[src/hdl/pfsc_pkg.sv]
package pfsc_pkg;

    // Sample format codes
    localparam logic [2:0] FMT_I16 = 3'd0;
    localparam logic [2:0] FMT_I24 = 3'd1;
    localparam logic [2:0] FMT_I32 = 3'd2;
    localparam logic [2:0] FMT_F32 = 3'd3;
    localparam logic [2:0] FMT_F64 = 3'd4;

    // Function codes
    localparam logic FUNC_DECODE = 1'b0;
    localparam logic FUNC_ENCODE = 1'b1;

    // Decode path kinds
    localparam logic [1:0] K_BYP = 2'd0;
    localparam logic [1:0] K_INT = 2'd1;
    localparam logic [1:0] K_F64 = 2'd2;

    typedef struct packed {
        logic        func;
        logic [2:0]  sample_format;
        logic [63:0] native_sample;
        logic [31:0] float_sample;
    } t_in_item;

    typedef struct packed {
        logic [31:0] float_result;
        logic [63:0] native_result;
        logic        native_valid;
    } t_out_item;

    // Index of the highest set bit (0 when none)
    function automatic logic [4:0] f_msb32(input logic [31:0] x);
        logic [4:0] p;
        p = 5'd0;
        for (int i = 0; i < 32; i++) begin
            if (x[i]) p = 5'(i);
        end
        return p;
    endfunction

    function automatic logic [4:0] f_msb23(input logic [22:0] x);
        logic [4:0] p;
        p = 5'd0;
        for (int i = 0; i < 23; i++) begin
            if (x[i]) p = 5'(i);
        end
        return p;
    endfunction

    // Bit length of a 56-bit value
    function automatic logic [5:0] f_blen56(input logic [55:0] x);
        logic [5:0] n;
        n = 6'd0;
        for (int i = 0; i < 56; i++) begin
            if (x[i]) n = 6'(i + 1);
        end
        return n;
    endfunction

    // Exact widening of binary32 to binary64; NaNs come out quiet
    function automatic logic [63:0] f_f32_to_f64(input logic [31:0] x);
        logic [7:0]  e;
        logic [22:0] f;
        logic [4:0]  p;
        logic [74:0] fs;
        logic [63:0] r;
        e  = x[30:23];
        f  = x[22:0];
        p  = f_msb23(f);
        fs = {52'd0, f} << (6'd52 - {1'b0, p});
        if (e == 8'hFF) begin
            if (f == 23'd0) r = {x[31], 11'h7FF, 52'd0};
            else            r = {x[31], 11'h7FF, 1'b1, f[21:0], 29'd0};
        end else if (e == 8'd0) begin
            if (f == 23'd0) r = {x[31], 63'd0};
            else            r = {x[31], 11'(p) + 11'd874, fs[51:0]};
        end else begin
            r = {x[31], {3'd0, e} + 11'd896, f, 29'd0};
        end
        return r;
    endfunction

endpackage

[src/hdl/pfsc_in_if.sv]
interface pfsc_in_if import pfsc_pkg::*; ();
    logic     valid;
    logic     ready;
    t_in_item data;

    modport source (output valid, output data, input ready);
    modport sink   (input valid, input data, output ready);
endinterface

[src/hdl/pfsc_out_if.sv]
interface pfsc_out_if import pfsc_pkg::*; ();
    logic      valid;
    logic      ready;
    t_out_item data;

    modport source (output valid, output data, input ready);
    modport sink   (input valid, input data, output ready);
endinterface

[src/hdl/pcm_float_sample_converter_top.sv]
// Channel   Dir  Handshake     Payload
// i_in      in   valid/ready   func, sample_format, native_sample, float_sample
// o_out     out  valid/ready   float_result, native_result, native_valid
//
// Five register stages; one item per cycle while o_out is not stalled.
// Stage split: operand prep, scale/leading-one, align shift, round, final shift.
// i_rst_n (synchronous) clears the stage valid bits only.
// A stall at o_out freezes every stage; i_in.ready is low only while the
// last stage holds an item that is not being taken.
module pcm_float_sample_converter_top import pfsc_pkg::*; (
    input  logic        i_clk,
    input  logic        i_rst_n,
    pfsc_in_if.sink     i_in,
    pfsc_out_if.source  o_out
);

    logic en;
    assign en = !o_out.valid || o_out.ready;
    assign i_in.ready = en;

    // ---------------- stage 1: operand prep ----------------
    logic [32:0] s1_sx, s1_mag;
    logic [7:0]  s1_ebase;
    logic [1:0]  s1_kind;
    logic [31:0] s1_byp;
    logic [52:0] s1_frac;
    logic        s1_sign;
    logic [10:0] s1_e;
    logic [30:0] s1_emag;
    logic        s1_nan;

    always_comb begin
        s1_sx = {i_in.data.native_sample[31], i_in.data.native_sample[31:0]};
        s1_ebase = 8'd95;
        case (i_in.data.sample_format)
            FMT_I16: begin
                s1_sx = {{17{i_in.data.native_sample[15]}}, i_in.data.native_sample[15:0]};
                s1_ebase = 8'd111;
            end
            FMT_I24: begin
                s1_sx = {{9{i_in.data.native_sample[23]}}, i_in.data.native_sample[23:0]};
                s1_ebase = 8'd103;
            end
            default: ;
        endcase
        s1_mag = s1_sx[32] ? (~s1_sx + 33'd1) : s1_sx;
        s1_e = i_in.data.native_sample[62:52];

        s1_kind = K_BYP;
        s1_byp  = 32'd0;
        s1_frac = {1'b1, i_in.data.native_sample[51:0]};
        s1_sign = i_in.data.native_sample[63];
        if (i_in.data.func == FUNC_ENCODE) begin
            s1_sign = i_in.data.float_sample[31];
        end else begin
            case (i_in.data.sample_format)
                FMT_I16, FMT_I24, FMT_I32: begin
                    s1_kind = K_INT;
                    s1_sign = s1_sx[32];
                    s1_frac = {21'd0, s1_mag[31:0]};
                end
                FMT_F32: s1_byp = i_in.data.native_sample[31:0];
                FMT_F64: begin
                    if (s1_e == 11'h7FF) begin
                        if (i_in.data.native_sample[51:0] == 52'd0)
                            s1_byp = {s1_sign, 31'h7F800000};
                        else
                            // quiet bit forced, top payload bits below it
                            s1_byp = {s1_sign, 9'h1FF, i_in.data.native_sample[50:29]};
                    end else if (s1_e >= 11'd1151) begin
                        s1_byp = {s1_sign, 31'h7F800000};
                    end else if (s1_e < 11'd866) begin
                        s1_byp = {s1_sign, 31'd0};
                    end else begin
                        s1_kind = K_F64;
                    end
                end
                default: ;
            endcase
        end

        // Encode clamp to [-1,1]; NaN untouched
        s1_emag = i_in.data.float_sample[30:0];
        s1_nan  = s1_emag > 31'h7F800000;
        if (!s1_nan && s1_emag > 31'h3F800000) s1_emag = 31'h3F800000;
    end

    logic        r_v1, r_func1, r_sign1, r_nan1;
    logic [2:0]  r_fmt1;
    logic [1:0]  r_kind1;
    logic [31:0] r_byp1;
    logic [52:0] r_frac1;
    logic [7:0]  r_ebase1;
    logic [10:0] r_e1;
    logic [30:0] r_emag1;

    always_ff @(posedge i_clk) begin
        if (en) begin
            r_func1  <= i_in.data.func;
            r_fmt1   <= i_in.data.sample_format;
            r_sign1  <= s1_sign;
            r_kind1  <= s1_kind;
            r_byp1   <= s1_byp;
            r_frac1  <= s1_frac;
            r_ebase1 <= s1_ebase;
            r_e1     <= s1_e;
            r_emag1  <= s1_emag;
            r_nan1   <= s1_nan;
        end
    end

    // ---------------- stage 2: leading one / scale ----------------
    logic [1:0]  s2_kind;
    logic [31:0] s2_byp;
    logic [4:0]  s2_p, s2_shl, s2_shr;
    logic [7:0]  s2_eb, s2_ee, s2_rs;
    logic [23:0] s2_m;
    logic [55:0] s2_m56, s2_prod;
    logic [63:0] s2_nbyp;

    always_comb begin
        s2_kind = r_kind1;
        s2_byp  = r_byp1;
        s2_p    = f_msb32(r_frac1[31:0]);
        s2_shl  = 5'd0;
        s2_shr  = 5'd0;
        s2_eb   = 8'd0;
        if (r_kind1 == K_INT) begin
            if (r_frac1[31:0] == 32'd0) begin
                s2_kind = K_BYP;
                s2_byp  = 32'd0;
            end
            s2_eb  = r_ebase1 + {3'd0, s2_p};
            s2_shl = 5'd31 - s2_p;
        end else if (r_e1 >= 11'd897) begin
            s2_eb = 8'(r_e1 - 11'd897);
        end else begin
            s2_shr = 5'(11'd897 - r_e1);
        end

        // Encode: mag * c as a shift, minus mag for I16 and I24
        s2_ee  = r_emag1[30:23];
        s2_m   = {(s2_ee != 8'd0), r_emag1[22:0]};
        s2_rs  = (s2_ee == 8'd0) ? 8'd149 : (8'd150 - s2_ee);
        s2_m56 = {32'd0, s2_m};
        case (r_fmt1)
            FMT_I16: s2_prod = (s2_m56 << 15) - s2_m56;
            FMT_I24: s2_prod = (s2_m56 << 23) - s2_m56;
            FMT_I32: s2_prod = s2_m56 << 31;
            default: s2_prod = 56'd0;
        endcase
        case (r_fmt1)
            FMT_F32: s2_nbyp = {32'd0, r_sign1, r_emag1};
            FMT_F64: s2_nbyp = f_f32_to_f64({r_sign1, r_emag1});
            default: s2_nbyp = 64'd0;
        endcase
    end

    logic        r_v2, r_func2, r_sign2, r_nan2;
    logic [2:0]  r_fmt2;
    logic [1:0]  r_kind2;
    logic [31:0] r_byp2;
    logic [52:0] r_frac2;
    logic [7:0]  r_eb2, r_rs2;
    logic [4:0]  r_shl2, r_shr2;
    logic [55:0] r_prod2;
    logic [63:0] r_nbyp2;

    always_ff @(posedge i_clk) begin
        if (en) begin
            r_func2 <= r_func1;
            r_fmt2  <= r_fmt1;
            r_sign2 <= r_sign1;
            r_nan2  <= r_nan1;
            r_kind2 <= s2_kind;
            r_byp2  <= s2_byp;
            r_frac2 <= r_frac1;
            r_eb2   <= s2_eb;
            r_shl2  <= s2_shl;
            r_shr2  <= s2_shr;
            r_rs2   <= s2_rs;
            r_prod2 <= s2_prod;
            r_nbyp2 <= s2_nbyp;
        end
    end

    // ---------------- stage 3: align ----------------
    logic [52:0] s3_w;
    logic        s3_sticky;
    logic [5:0]  s3_lz;

    always_comb begin
        if (r_kind2 == K_INT) begin
            s3_w      = {r_frac2[31:0] << r_shl2, 21'd0};
            s3_sticky = 1'b0;
        end else begin
            s3_w      = r_frac2 >> r_shr2;
            s3_sticky = |(r_frac2 & ~({53{1'b1}} << r_shr2));
        end
        s3_lz = 6'd56 - f_blen56(r_prod2);
    end

    logic        r_v3, r_func3, r_sign3, r_nan3, r_sticky3;
    logic [2:0]  r_fmt3;
    logic [1:0]  r_kind3;
    logic [31:0] r_byp3;
    logic [52:0] r_w3;
    logic [7:0]  r_eb3, r_rs3;
    logic [5:0]  r_lz3;
    logic [55:0] r_prod3;
    logic [63:0] r_nbyp3;

    always_ff @(posedge i_clk) begin
        if (en) begin
            r_func3   <= r_func2;
            r_fmt3    <= r_fmt2;
            r_sign3   <= r_sign2;
            r_nan3    <= r_nan2;
            r_kind3   <= r_kind2;
            r_byp3    <= r_byp2;
            r_w3      <= s3_w;
            r_sticky3 <= s3_sticky;
            r_eb3     <= r_eb2;
            r_rs3     <= r_rs2;
            r_lz3     <= s3_lz;
            r_prod3   <= r_prod2;
            r_nbyp3   <= r_nbyp2;
        end
    end

    // ---------------- stage 4: round ----------------
    logic        s4_inc, s4_einc;
    logic [24:0] s4_mant, s4_r25;
    logic [30:0] s4_mag;
    logic [31:0] s4_fres;
    logic [55:0] s4_nrm;
    logic [8:0]  s4_ts;

    always_comb begin
        // Nearest even at bit 29 of the aligned word
        s4_inc  = r_w3[28] & (r_w3[29] | (|r_w3[27:0]) | r_sticky3);
        s4_mant = {1'b0, r_w3[52:29]} + {24'd0, s4_inc};
        s4_mag  = {r_eb3, 23'd0} + {6'd0, s4_mant};
        s4_fres = (r_kind3 == K_BYP) ? r_byp3 : {r_sign3, s4_mag};

        // Product rounded to 24 significant bits
        s4_nrm  = r_prod3 << r_lz3;
        s4_einc = s4_nrm[31] & (s4_nrm[32] | (|s4_nrm[30:0]));
        s4_r25  = {1'b0, s4_nrm[55:32]} + {24'd0, s4_einc};
        s4_ts   = {3'd0, r_lz3} + {1'b0, r_rs3};
    end

    logic        r_v4, r_func4, r_sign4, r_nan4;
    logic [2:0]  r_fmt4;
    logic [31:0] r_fres4;
    logic [24:0] r_r25_4;
    logic [8:0]  r_ts4;
    logic [63:0] r_nbyp4;

    always_ff @(posedge i_clk) begin
        if (en) begin
            r_func4 <= r_func3;
            r_fmt4  <= r_fmt3;
            r_sign4 <= r_sign3;
            r_nan4  <= r_nan3;
            r_fres4 <= s4_fres;
            r_r25_4 <= s4_r25;
            r_ts4   <= s4_ts;
            r_nbyp4 <= r_nbyp3;
        end
    end

    // ---------------- stage 5: truncate, saturate, sign ----------------
    logic [56:0] s5_x;
    logic [31:0] s5_n, s5_sn;
    t_out_item   s5_out;

    always_comb begin
        s5_x = {r_r25_4, 32'd0} >> r_ts4;
        s5_n = r_nan4 ? 32'd0 : s5_x[31:0];
        if (r_fmt4 == FMT_I32 && !r_sign4 && s5_n[31]) s5_n = 32'h7FFFFFFF;
        s5_sn = r_sign4 ? (32'd0 - s5_n) : s5_n;

        s5_out.float_result  = 32'd0;
        s5_out.native_result = 64'd0;
        s5_out.native_valid  = 1'b0;
        if (r_func4 == FUNC_DECODE) begin
            s5_out.float_result = r_fres4;
        end else begin
            s5_out.native_valid = 1'b1;
            case (r_fmt4)
                FMT_I16: s5_out.native_result = {48'd0, s5_sn[15:0]};
                FMT_I24: s5_out.native_result = {40'd0, s5_sn[23:0]};
                FMT_I32: s5_out.native_result = {32'd0, s5_sn};
                FMT_F32, FMT_F64: s5_out.native_result = r_nbyp4;
                default: s5_out.native_valid = 1'b0;
            endcase
        end
    end

    logic      r_v5, r_func5;
    logic [2:0] r_fmt5;
    t_out_item r_out5;

    always_ff @(posedge i_clk) begin
        if (en) begin
            r_out5  <= s5_out;
            r_func5 <= r_func4;
            r_fmt5  <= r_fmt4;
        end
    end

    // Stage valid bits
    always_ff @(posedge i_clk) begin
        if (!i_rst_n) begin
            r_v1 <= 1'b0;
            r_v2 <= 1'b0;
            r_v3 <= 1'b0;
            r_v4 <= 1'b0;
            r_v5 <= 1'b0;
        end else if (en) begin
            r_v1 <= i_in.valid;
            r_v2 <= r_v1;
            r_v3 <= r_v2;
            r_v4 <= r_v3;
            r_v5 <= r_v4;
        end
    end

    assign o_out.valid = r_v5;
    assign o_out.data  = r_out5;

    // ---------------- assertions ----------------
    a_accept_enters: assert property (@(posedge i_clk) disable iff (!i_rst_n)
        (i_in.valid && i_in.ready) |=> r_v1)
        else $error("accepted item did not enter stage 1");

    a_stall_freezes: assert property (@(posedge i_clk) disable iff (!i_rst_n)
        (r_v5 && !o_out.ready) |=> $stable({r_v1, r_v2, r_v3, r_v4, r_v5}))
        else $error("pipeline moved during a stall");

    a_decode_no_store: assert property (@(posedge i_clk) disable iff (!i_rst_n)
        (r_v5 && r_func5 == FUNC_DECODE) |->
        (!r_out5.native_valid && r_out5.native_result == 64'd0))
        else $error("decode item flagged a native store");

    a_encode_float_zero: assert property (@(posedge i_clk) disable iff (!i_rst_n)
        (r_v5 && r_func5 == FUNC_ENCODE) |->
        (r_out5.float_result == 32'd0 &&
         r_out5.native_valid == (r_fmt5 <= FMT_F64)))
        else $error("encode item has bad float result or store flag");

endmodule

[src/flat_wrapper.sv]
// flat-port wrapper written by rule: the top's interface ports become plain ports
module pcm_float_sample_converter_top_flat import pfsc_pkg::*;
  (i_clk, i_rst_n, i_in_valid, i_in_data, i_in_ready, o_out_valid, o_out_data, o_out_ready);
  pfsc_in_if i_in_i ();
  pfsc_out_if o_out_i ();
  input  logic i_clk;
  input  logic i_rst_n;
  input wire logic [$bits(i_in_i.valid)-1:0] i_in_valid;
  input wire logic [$bits(i_in_i.data)-1:0] i_in_data;
  output wire logic [$bits(i_in_i.ready)-1:0] i_in_ready;
  output wire logic [$bits(o_out_i.valid)-1:0] o_out_valid;
  output wire logic [$bits(o_out_i.data)-1:0] o_out_data;
  input wire logic [$bits(o_out_i.ready)-1:0] o_out_ready;
  assign i_in_i.valid = i_in_valid;
  assign i_in_i.data = i_in_data;
  assign i_in_ready = i_in_i.ready;
  assign o_out_valid = o_out_i.valid;
  assign o_out_data = o_out_i.data;
  assign o_out_i.ready = o_out_ready;
  pcm_float_sample_converter_top u_core (.i_clk(i_clk), .i_rst_n(i_rst_n), .i_in(i_in_i), .o_out(o_out_i));
endmodule
[config.mk]
export PLATFORM = sky130hd
export DESIGN_NAME = pcm_float_sample_converter_top_flat
export DESIGN_NICKNAME = d
export VERILOG_FILES = /design/src/hdl/pfsc_pkg.sv /design/src/hdl/pfsc_in_if.sv /design/src/hdl/pfsc_out_if.sv /design/src/hdl/pcm_float_sample_converter_top.sv /design/src/flat_wrapper.sv
export SDC_FILE = /design/constraint.sdc
export NUM_CORES = 2
export LEC_CHECK = 0
export CAP_MARGIN = 40
export CORE_MARGIN = 3
export CORE_UTILIZATION = 30
export DETAILED_ROUTE_END_ITERATION = 12
export DONT_BUFFER_PORTS = 1
export PLACE_DENSITY = 0.44
export SLEW_MARGIN = 20
export SYNTH_ARGS = -nofsm -noshare
export SYNTH_HDL_FRONTEND = slang
export SYNTH_SLANG_ARGS = --single-unit
[constraint.sdc]
create_clock -name i_clk -period 91.6 [get_ports i_clk]
set_input_delay 27.48 -clock i_clk [delete_from_list [all_inputs] [get_ports i_clk]]
set_output_delay 27.48 -clock i_clk [all_outputs]
set_load 0.005 [all_outputs]
Yosys cells after proc, flatten, opt, wreduce, memory -nomap -nowiden. Cells that the tools add are included.

Output and inout port bits: 99. Bits of input ports: 104. Word-level logic and storage cells: 274. Flip-flop bits (word level): 856.

Bitwise logic cells: 8. Shift operators: 6. Reductions and logical operators: 23. Add/subtract/negate cells: 17. Muxes and demuxes: 145. Eq/ne operators: 16. Order comparisons: 5.

Operators by type and width (number): 32-bit two-way mux (10); 64-bit one-hot mux with 4 select lines (1); 5-bit two-way mux (40); 63-bit two-way mux (3); 56-bit one-hot mux with 3 select lines (1); 6-bit two-way mux (25); 64-bit one-hot mux with 2 select lines (1); 53-bit two-way mux (2); 52-bit two-way mux (2); 4-bit two-way mux (24); 33-bit one-hot mux with 2 select lines (1); 32-bit one-hot mux with 2 select lines (1); 57-bit by 9-bit >> shifter with 32-bit output (1); 56-bit by 6-bit << shifter with 56-bit output (1); 53-bit bitwise AND (1); 53-bit NOT (1); 53-bit OR reduction (1); 53-bit by 5-bit << shifter with 53-bit output (first input constant) (1); 53-bit by 5-bit >> shifter with 53-bit output (1); 52-bit zero test (1); 23-bit by 6-bit << shifter with 52-bit output (1); 24-bit by 1-bit adder with 25-bit output (2); 47-bit by 24-bit subtractor with 48-bit output (1); 39-bit by 24-bit subtractor with 40-bit output (1); other kinds (49) (96).

Logic depth before layout (Yosys ltp).
Word-level depth: 57. Depth in mapped cells: 19. Gate-level depth less buffers: 15.

Worst setup path after synthesis. OpenSTA, ideal clock, no wires.

Path type: input-to-output. From: input port o_out_ready. To: output port i_in_ready. Arrival: 50.521 ns. Stages on the path: 2. Slack: 13.599 ns. Buffers on the path: 1. Required time: 64.120 ns. Cells stage by stage: nand2b_1 > clkbuf_1.

Cells in the longest elaborated chain, start to end: 1.

RTL lines: start: declaration (RTL line flat_wrapper.sv:13) `input wire logic [$bits(o_out_i.ready)-1:0] o_out_ready;`; 1-bit logical OR (RTL line pcm_float_sample_converter_top.sv:18) `assign en = !o_out.valid || o_out.ready;`; end: declaration (RTL line flat_wrapper.sv:10) `output wire logic [$bits(i_in_i.ready)-1:0] i_in_ready;`.

Every way passes these cells.

Worst setup path after layout. Same ends and word-level chain as after synthesis.

==> impl_metrics.json <==
{
  "outcome": "finished, final reports clean",
  "path_buf_inv": 0,
  "grt_pass1_wl_um": 235000,
  "p_comb_share_pct": 32.9,
  "synth_edf_count": 842,
  "drcViolationCount": 0,
  "dpl.hpwl_um": 118000,
  "die_y_um": 407,
  "critical_path_peak_fanout": 31,
  "gr-usage-all-layers_pct": 19.0,
  "area_growth_syn_to_layout_pct": 11.6,
  "cp.required_ns": 64.12,
  "drt-initial-drc-count": 3416,
  "syn_nets": 4389,
  "pre_cts_slack_ns": 36.16,
  "p_sw_share_pct": 35.8,
  "cts_tree": "yes",
  "cp-end-kind": "primary output",
  "p_int_w": 0.000835,
  "cts.path.max_buffers": 3,
  "syn-cell-area_mm2": 0.0481,
  "yosysSeqAreaShare_pct": 52.7,
  "synth_top_area_share_pct": 52.5,
  "fin_skew_ns": 0.131,
  "clk_pin_slew_ns": 0.06,
  "cp.arrival_ns": 27.94,
  "io_buffer_count": 0,
  "grt_overflow_total": 0,
  "wl_per_cell_um": 25.4,
  "synth_cells": 4249,
  "coreArea_mm2": 0.159,
  "drive_above_1_share_pct": 12.5,
  "p_seq_share_pct": 38.1,
  "cts_hold_buf": 0,
  "row_count": 146,
  "tns_ns": 0,
  "diodes": 0,
  "layout_min_cycle_time_ns": 55.42,
  "ys_async_sr_fraction_pct": 0,
  "maxSlewHeadroom_pct": 35.4,
  "synth-warning-count": 0,
  "yosysMostFrequentCell": "edfxtp_1",
  "slowest_delay_ns": 0.43,
  "setup_viol": 0,
  "drt_wl_total_um": 161000,
  "tightest_slew_ns": 0.969,
  "synth_area_leader_cell": "edfxtp_1",
  "fin_ws_ns": 36.18,
  "critPathLaunchType": "input port",
  "min_path_type": "reg2reg",
  "postCtsSetupRepairBufs": 0,
  "io_pins": 203,
  "cts_resized": 0,
  "synth_cell_types": 95,
  "antenna_found_initial": 8,
  "min_delay_path_depth": 0,
  "syn_area_per_cell_um2": 11.3,
  "switchingPower_w": 0.000466,
  "worstSetupPathDepth": 1,
  "ys.flop_type": "edfxtp_1",
  "cap_violations": 0,
  "vias": 35137,
  "start_util_pct": 30.3,
  "power.leakage_nw": 20.1,
  "cp_slowest_cell": "nand2b_4",
  "clk_latency_ns": 0.77,
  "ys_ff_latch": 847,
  "ir_drop_mv": 0.0154,
  "via_per_inst": 5.56,
  "die_w_um": 407,
  "p_clk_share_pct": 29.0,
  "fin_crit_sh_pct": 60.5,
  "nFillCells": 15919,
  "clock_sinks": 847,
  "r2r_cells": 11,
  "root_buffer": "clkbuf_16",
  "fmax_mhz": 18.0,
  "rsz0062_at_grt": "false",
  "yosys-top-cells-area": "edfxtp_1, mux4_2, mux2i_1",
  "globalplace.congestion": 0.902,
  "die-area_mm2": 0.165,
  "ys_top_cells_by_count": "edfxtp_1, nor2_1, nand2_1",
  "h-tree-depth": 3,
  "maxSlewViolCount": 0,
  "firstDrtPassIters": 8,
  "hold_viol": 0,
  "critical_path_class": "in2out",
  "cts_buffers": 95,
  "nets": 4313,
  "power_density_mw_per_mm2": 24.2,
  "ant_nets": 0,
  "grt_max_degree": 172,
  "power.total_w": 0.00130,
  "grt_pass1_vias": 33655,
  "cp_top_family": "simple AND/OR/NAND/NOR gates",
  "cp_cell_sequence": "nand2b_4"
}
routing by layer:
metal / global-route usage, % / part of all wire, %
met1: 28.9 / 48
met4: 4.81 / 2.4
met2: 27.6 / 43
met5: 0 / 0.0081
met3: 3.45 / 6.9
placed cells by master (no fill, tap or decap), drive strengths merged, types with 50 or more instances in the layout:
cell type  instances
a21oi            219
o22ai             65
nor2             430
mux4             149
nand2            397
o21ai            191
nor2b             99
and2              82
mux2i            170
nand3             78
inv               88
nor3              94
buf              105
a22oi             71
xnor2            103
and3              63
clkinv            52
nor4              79
a211oi            54
mux2              73
xor2              50
edfxtp           842
clkbuf           119
kinds of logic (layout without fill, tap and decap cells):
logic type,count (synthesis),after routing,share of synthesized area [%]
XOR/XNOR,153,153,2.78
AND/OR/NAND/NOR,1479,1479,14.8
multiplexers,392,392,12.2
AO/OA/AOI/OAI,970,970,13.5
buffers and inverters,372,375,3.05
adder cells (fa/ha/maj),36,36,0.951
flip-flops,847,847,52.7
power by group through the flow:
stage,Clock (W),Combinational (W),Sequential [W]
floorplan,0,0.000309,0.000490
finish,0.000378,0.000428,0.000495
detailed placement,0,0.000421,0.000503
CTS,0.000390,0.000422,0.000496
global route,0.000406,0.000461,0.000499
global placement,0,0.000423,0.000503
sequential cells by signal (all words and copies together) (netlist names), 25 cells and up:
register and flops:
u_core.o_out.data 96, u_core.r_nbyp2 63, u_core.r_nbyp3 63, u_core.r_nbyp4 63, u_core.r_prod2 56, u_core.r_prod3 56, u_core.r_frac1 53, u_core.r_frac2 53
u_core.r_w3 53, u_core.r_byp1 32, u_core.r_byp2 32, u_core.r_byp3 32, u_core.r_fres4 32, u_core.r_emag1 31, u_core.r_r25_4 25
through the flow:
stage                     cells  area, um^2  hold WS, ns  utilization, %
after floorplan            4249       48100        0.400               -
after global placement     6133       50400        0.401            31.7
after detailed placement   6145       50600        0.405            31.8
after CTS                  6321       53700        0.363            33.8
after global routing       6324       53700        0.387            33.8
final                      6324       53700        0.377            33.8
path summary, 6_finish.rpt:
path                      startpoint            endpoint  slack, ns
setup reg to reg  u_core.r_emag1[18]  u_core.r_nbyp2[41]      84.91
setup / recovery         o_out_ready          i_in_ready      36.18
hold / removal    u_core.r_nbyp3[39]  u_core.r_nbyp4[39]       0.38
hold reg to reg   u_core.r_nbyp3[39]  u_core.r_nbyp4[39]       0.38
final cells by class:
type	count	area, um^2	share of cell area [%]
clock buffer	117	2460	4.58
clock inverter	59	651	1.21
inverter	91	342	0.636
multi-input combinational	3030	21300	39.7
sequential	847	25400	47.3
tap	2072	2590	4.83
timing repair buffer	108	938	1.75
(Power assumes the default switching activity.)
